[src/rtl/cbm_pkg.sv]
package cbm_pkg;

    // bus map
    localparam logic [15:0] ROM_BANKED_BASE = 16'h4000;
    localparam logic [15:0] VIDEO_BASE      = 16'h8000;
    localparam logic [15:0] RAM_BASE        = 16'hA000;
    localparam logic [15:0] OUTSIDE_BASE    = 16'hC000;
    localparam logic [15:0] REG_ROM_LO      = 16'h2000;
    localparam logic [15:0] REG_ROM_HI      = 16'h4000;
    localparam logic [15:0] REG_MODE        = 16'h6000;

    // cartridge RAM geometry
    localparam int RAM_BANKS      = 4;
    localparam int RAM_BANK_BYTES = 8192;
    localparam int RAM_2KB_BYTES  = 2048;
    localparam int BANK_W         = (RAM_BANKS > 1) ? $clog2(RAM_BANKS) : 1;
    localparam int OFF_W          = $clog2(RAM_BANK_BYTES);
    localparam int RAM_AW         = $clog2(RAM_BANKS * RAM_BANK_BYTES);
    localparam int RAM_DEPTH      = RAM_BANKS * RAM_BANK_BYTES;

    localparam int ROM_AW      = 21;
    localparam int ROM_BANK_W  = 7;
    localparam int ROM_PAGE_W  = 14;

    // result status codes
    localparam logic [2:0] ST_OK        = 3'd0;
    localparam logic [2:0] ST_VIDEO     = 3'd1;
    localparam logic [2:0] ST_NO_RAM    = 3'd2;
    localparam logic [2:0] ST_BEYOND_2K = 3'd3;
    localparam logic [2:0] ST_OUTSIDE   = 3'd4;

    // configuration register indexes
    localparam logic CFG_HAS_RAM    = 1'b0;
    localparam logic CFG_RAM_IS_2KB = 1'b1;

    typedef struct packed {
        logic              we;
        logic              re;
        logic [RAM_AW-1:0] addr;
        logic [7:0]        wdata;
    } ram_req_t;

    typedef struct packed {
        logic [ROM_AW-1:0] rom_address;
        logic              from_rom;
        logic [2:0]        status;
        logic              ram_en;
        logic              ram_rd;   // read_data comes from the RAM port
    } result_t;

endpackage

[src/rtl/cbm_ctrl.sv]
module cbm_ctrl (
    input  logic               clk,
    input  logic               rst_n,
    input  logic               take,
    input  logic               func,
    input  logic [15:0]        address,
    input  logic [7:0]         write_data,
    input  logic               cfg_we,
    input  logic               cfg_index,
    input  logic               cfg_data,
    output cbm_pkg::ram_req_t  req,
    output cbm_pkg::result_t   res
);
    import cbm_pkg::*;

    logic                  has_ram_reg;
    logic                  ram_is_2kb_reg;
    logic [ROM_BANK_W-1:0] rom_bank_reg, rom_bank_next;
    logic [BANK_W-1:0]     ram_bank_reg, ram_bank_next;
    logic                  banking_mode_reg, banking_mode_next;
    logic                  ram_enable_reg, ram_enable_next;

    logic [OFF_W-1:0]      off;
    logic [4:0]            lo_bits;

    assign off     = address[OFF_W-1:0];
    assign lo_bits = (write_data[4:0] == 5'd0) ? 5'd1 : write_data[4:0];

    always_comb
    begin
        rom_bank_next     = rom_bank_reg;
        ram_bank_next     = ram_bank_reg;
        banking_mode_next = banking_mode_reg;
        ram_enable_next   = ram_enable_reg;
        req               = '0;
        req.wdata         = write_data;
        req.addr          = {ram_bank_reg, off};
        res               = '0;

        priority if (address < VIDEO_BASE)
        begin
            if (!func)
            begin
                res.from_rom = 1'b1;
                if (address < ROM_BANKED_BASE)
                    res.rom_address = {{(ROM_AW-16){1'b0}}, address};
                else
                    res.rom_address = {rom_bank_reg, address[ROM_PAGE_W-1:0]};
            end
            else if (address < REG_ROM_LO)
            begin
                ram_enable_next = (write_data[3:0] == 4'hA);
            end
            else if (address < REG_ROM_HI)
            begin
                rom_bank_next = {rom_bank_reg[6:5], lo_bits};
            end
            else if (address < REG_MODE)
            begin
                if (banking_mode_reg)
                    ram_bank_next = write_data[BANK_W-1:0];
                else
                    rom_bank_next = {write_data[1:0], rom_bank_reg[4:0]};
            end
            else
            begin
                banking_mode_next = (write_data == 8'h01);
            end
        end
        else if (address < RAM_BASE)
        begin
            res.status = ST_VIDEO;
        end
        else if (address < OUTSIDE_BASE)
        begin
            if (!has_ram_reg)
                res.status = ST_NO_RAM;
            else if ((ram_is_2kb_reg && ({3'b0, address[12:0]} >= 16'(RAM_2KB_BYTES)))
                     || ({3'b0, address[12:0]} >= 16'(RAM_BANK_BYTES)))
                res.status = ST_BEYOND_2K;
            else
            begin
                req.we     = take & func;
                req.re     = take & ~func;
                res.ram_rd = ~func;
            end
        end
        else
        begin
            res.status = ST_OUTSIDE;
        end

        res.ram_en = ram_enable_next;
    end

    always_ff @(posedge clk or negedge rst_n)
    begin
        if (!rst_n)
        begin
            rom_bank_reg     <= ROM_BANK_W'(1);
            ram_bank_reg     <= '0;
            banking_mode_reg <= 1'b0;
            ram_enable_reg   <= 1'b0;
        end
        else if (take)
        begin
            rom_bank_reg     <= rom_bank_next;
            ram_bank_reg     <= ram_bank_next;
            banking_mode_reg <= banking_mode_next;
            ram_enable_reg   <= ram_enable_next;
        end
    end

    always_ff @(posedge clk or negedge rst_n)
    begin
        if (!rst_n)
        begin
            has_ram_reg    <= 1'b0;
            ram_is_2kb_reg <= 1'b0;
        end
        else if (cfg_we)
        begin
            unique case (cfg_index)
                CFG_HAS_RAM:    has_ram_reg    <= cfg_data;
                CFG_RAM_IS_2KB: ram_is_2kb_reg <= cfg_data;
                default:        ;
            endcase
        end
    end

endmodule

[config.mk]
export PLATFORM = sky130hd
export DESIGN_NAME = cbm_ctrl
export DESIGN_NICKNAME = d
export VERILOG_FILES = /design/src/rtl/cbm_pkg.sv /design/src/rtl/cbm_ctrl.sv
export SDC_FILE = /design/constraint.sdc
export NUM_CORES = 1
export LEC_CHECK = 0
export BUFFER_PORTS_ARGS = -buffer_cell sky130_fd_sc_hd__buf_2
export CAP_MARGIN = 20
export CORE_MARGIN = 2
export CORE_UTILIZATION = 41
export CTS_CLUSTER_SIZE = 25
export DETAILED_ROUTE_END_ITERATION = 8
export PLACE_DENSITY = 0.89
export SLEW_MARGIN = 20
export SYNTH_ARGS = -nofsm -noshare
export SYNTH_HDL_FRONTEND = slang
export SYNTH_SLANG_ARGS = --single-unit
[constraint.sdc]
create_clock -name clk -period 3.11 [get_ports clk]
set_input_delay 0.311 -clock clk [delete_from_list [all_inputs] [get_ports clk]]
set_output_delay 0.311 -clock clk [all_outputs]
set_load 0.03 [all_outputs]
---- Word level (Yosys, flattened, before mapping) ----
Cells that the tools add are included.
word-level totals
  register bits after elaboration ......... 13
  word-level logic and storage cells ...... 56
cells by class
  magnitude comparators ................... 7
  equal/unequal tests ..................... 2
  muxes and demuxes ....................... 24
  bitwise logic cells ..................... 8
  reductions and logical operators ........ 8
operators by type and width
  operator                count
  $lt A16 B16 Y1 const B  3
  $mux W22                2
  $lt A16 B15 Y1 const B  2
  $mux W21                1
  $lt A16 B14 Y1 const B  1
  $mux W5                 3
  $mux W2                 7
  $reduce_and A7 Y1       2
  $ge A13 B12 Y1 const B  1
  $mux W3                 3
  $eq A8 B1 Y1 const B    1
  $mux W1                 8
  $not A1 Y1              6
  $reduce_and A6 Y1       1
  $logic_not A5 Y1        1
  $reduce_and A5 Y1       1
  $eq A4 B4 Y1 const B    1
  $reduce_and A2 Y1       2
  $and A1 B1 Y1           2
  $logic_and A1 B1 Y1     1

---- Longest topological paths before layout ----
  word-level depth ........................ 7
  gate-level depth with buffers ........... 5
  gate-level depth less buffers ........... 3

---- Least setup slack after synthesis ----
OpenSTA, ideal clock, no wires.
  kind .................................... input-to-output
  from .................................... in address[12]
  to ...................................... out req[23] (netlist name)
  data arrival time ....................... 1.570 ns
  required time ........................... 2.799 ns
  path slack .............................. 1.229 ns
  cell stages on the path ................. 3
  path buffers ............................ 0
  path through ............................ o21ai_0 > nand2_1 > nor4_1
RTL lines
  item                line            source
  start: declaration  cbm_ctrl.sv:6   input logic [15:0] address,
  end: declaration    cbm_ctrl.sv:11  output cbm_pkg::ram_req_t req,

==> results.md <==
* Status: complete, no violations
* Worst-margin pin slew at 663.6 ps
* CTS tree: done
* Ports at 83
* #FFs+latches synth at 13
* Synth Instances at 105
* Post-route minimum period at 1741 ps
* Startpoint Class: primary input
* Core ar. at 0.002276 mm^2
* Final wirelength at 2662 um
* CTS max path bufs at 2
* Main combinational cell family by area after synthesis: simple AND/OR/NAND/NOR gates
* Die X at 53.57 um
* Xor and xnor area share after synthesis at 0%
* Hold Vio Cnt, Final at 0
* Final setup fails at 0
* Count of final max-slew check failures at 0
* Total Die Area at 0.002869 mm^2
* CP Max Fanout at 7
* Hold WS at 277.0 ps
* Detail Route Antenna Nets at 0
* Power, Total at 0.5048 mW
* Area share of and/or/nand/nor cells after synthesis at 28.07%
* Max Cap Viol at 0
* Commonest non-fill, non-tap cells in the layout: 82 x buf_2, 21 x and2_1, 12 x dfrtp_1, 8 x mux2_2, 5 x nor3_1
* Hold WC Path Type: in -> reg
* Max transition margin at 55.60%
* Post-Synth Adder-Cell Area at 0%
* Critical Path Sink Type: primary output
* CTS H-tree depth at 1
* NumNets Final at 199
* Tcrit/Tclk final at 55.99%
* Post-CTS Resized at 0
* Routed WL per cell at 13.65 um
* Layout cell share with drive strength beyond 1 at 59.88%
* F_max at 574.3 MHz
* Number of global-route vias before repair at 825
* Antenna violations before repair at 0
* Worst setup margin at 1369 ps
* Worst vdd ir at 0.2358 mV
* Sequential share of the synthesized area at 32.42%
* DIE HEIGHT at 53.57 um
* Synth cell types at 26
* First-pass DRT Iterations at 4
* Cell area after synthesis at 0.001007 mm^2
* Leakage dissipation at 0.7510 nW
* Syn Area/Cell at 9.593 um^2
* CP required at 2800 ps
* Dpl ws at 1376 ps
* Global-route wire length before repair at 3691 um
* Post-DP Area at 0.001261 mm^2
* Commonest non-fill, non-tap cell in the layout: buf_2
* Global router's overall resource usage at 18.24%
* GRT Residual Overflow at 0
* Starting Density at 44.26%
* WP data arrival at 1430 ps
* Pwr/cell area at 389.1 mW/mm^2
* Via Count at 944
* Multiplexer share of the synthesized area at 15.90%
* Area delta synth->final at 28.82%
* Clock buffer count from CTS at 3
* Synth Net Count at 136
* Initial drt markers at 10
* Clock-pin slew on the worst setup and hold paths at 80 ps
* Hpwl dp at 2231 um
* Fin area at 0.001297 mm^2
* Synth Area in Compound Gates at 3.478%
* Post-DR vias/cell at 4.841
* Worst-Skew Late Latency at 280 ps
* RSZ-0062 raised after global routing: false
* Final GP Congestion at 0.8342
* Largest net degree at the start of global routing at 16
* Flip-flop count of the largest register after layout at 7
* Port buffer count at 82
* Final setup skew at 4.194 ps
* ANT cells at 0
* TNS Setup at 0 ps
* Clock root cell: clkbuf_4
* Setup CP Type: in -> out
* Yosys Warn Count at 0
* Clock sinks at 13
* Drt drc at 0
* FP Rows at 17
critical path, stage by stage:
cell	delay, ps
buf_2	150
nor4b_1	410
mux2_2	380
buf_2	180
power by group:
part	total, mW	switching (mW)	internal (mW)
sequential	0.211	0.0138	0.197
combinational	0.187	0.114	0.0731
clock	0.107	0.0574	0.0498
path summary, 6_finish.rpt:
| path | end | slack [ps] | start | cells after the start |
|---|---|---|---|---|
| max | res[1] | 1370 | address[14] | 4 |
| min | has_ram_reg | 280 | cfg_data | 2 |
| max reg2reg | rom_bank_reg[5] | 1870 | banking_mode_reg | 2 |
| min reg2reg | rom_bank_reg[0] | 510 | rom_bank_reg[0] | 2 |
| max in group asynchronous | rom_bank_reg[0] | 2390 | rst_n | 2 |
| min in group asynchronous | rom_bank_reg[5] | 440 | rst_n | 2 |
cells by family (layout without fill, tap and decap cells):
family,count (synthesis),in the layout
compound gates,6,6
mux,13,13
simple gates,45,45
buf+inv,28,90
flops,13,13
metrics by stage:
| step | cells | util [%] |
|---|---|---|
| detailed placement | 190 | 55.42 |
| global route | 195 | 57.01 |
| CTS | 195 | 57.01 |
| global placement | 190 | 55.42 |
| floorplan | 105 | - |
| finish | 195 | 57.01 |
per-layer routing:
layer	track usage, %	up-vias	wire length [um]
met5	0	-	0
met4	8.120	0	34
met3	1.389	5	227
met2	36.63	60	1379
met1	18.88	422	1021
li1	-	457	-
area by class of cell:
cell class	count	area [um^2]
well taps	28	35.03
flip-flops and latches	13	326.6
repair buffers	83	420.4
fillers	196	978.4
multi-input cells	64	478.0
clock buffers	4	26.28
inverters	3	11.26
synth_stat cells, drive strengths merged:
master  count  area [um^2]
and2       21        131.4
nor4b       2        17.52
nand2       3        11.26
o21ai       2        10.01
nor2        3        11.26
or3         2        12.51
dfstp       1        26.28
dfrtp      12        300.3
nor3        5        25.02
clkbuf      1        3.750
o211ai      1        7.510
nand3b      2        15.01
buf        24        187.7
a21oi       2        10.01
nor2b       1        6.260
nand2b      2        20.02
inv         3        11.26
mux2i       1        10.01
nor4        2        12.51
mux2       12        150.2
o31ai       1        7.510
nand3       1        10.01
nor4bb      1        10.01
timing repair:
item / in CTS / in global routing
hold buffers: 1 / 0
hold endpoints to repair: 12 / 0
buffers inserted: 0 / 0
No activity file was read; power rests on OpenSTA's default activity.
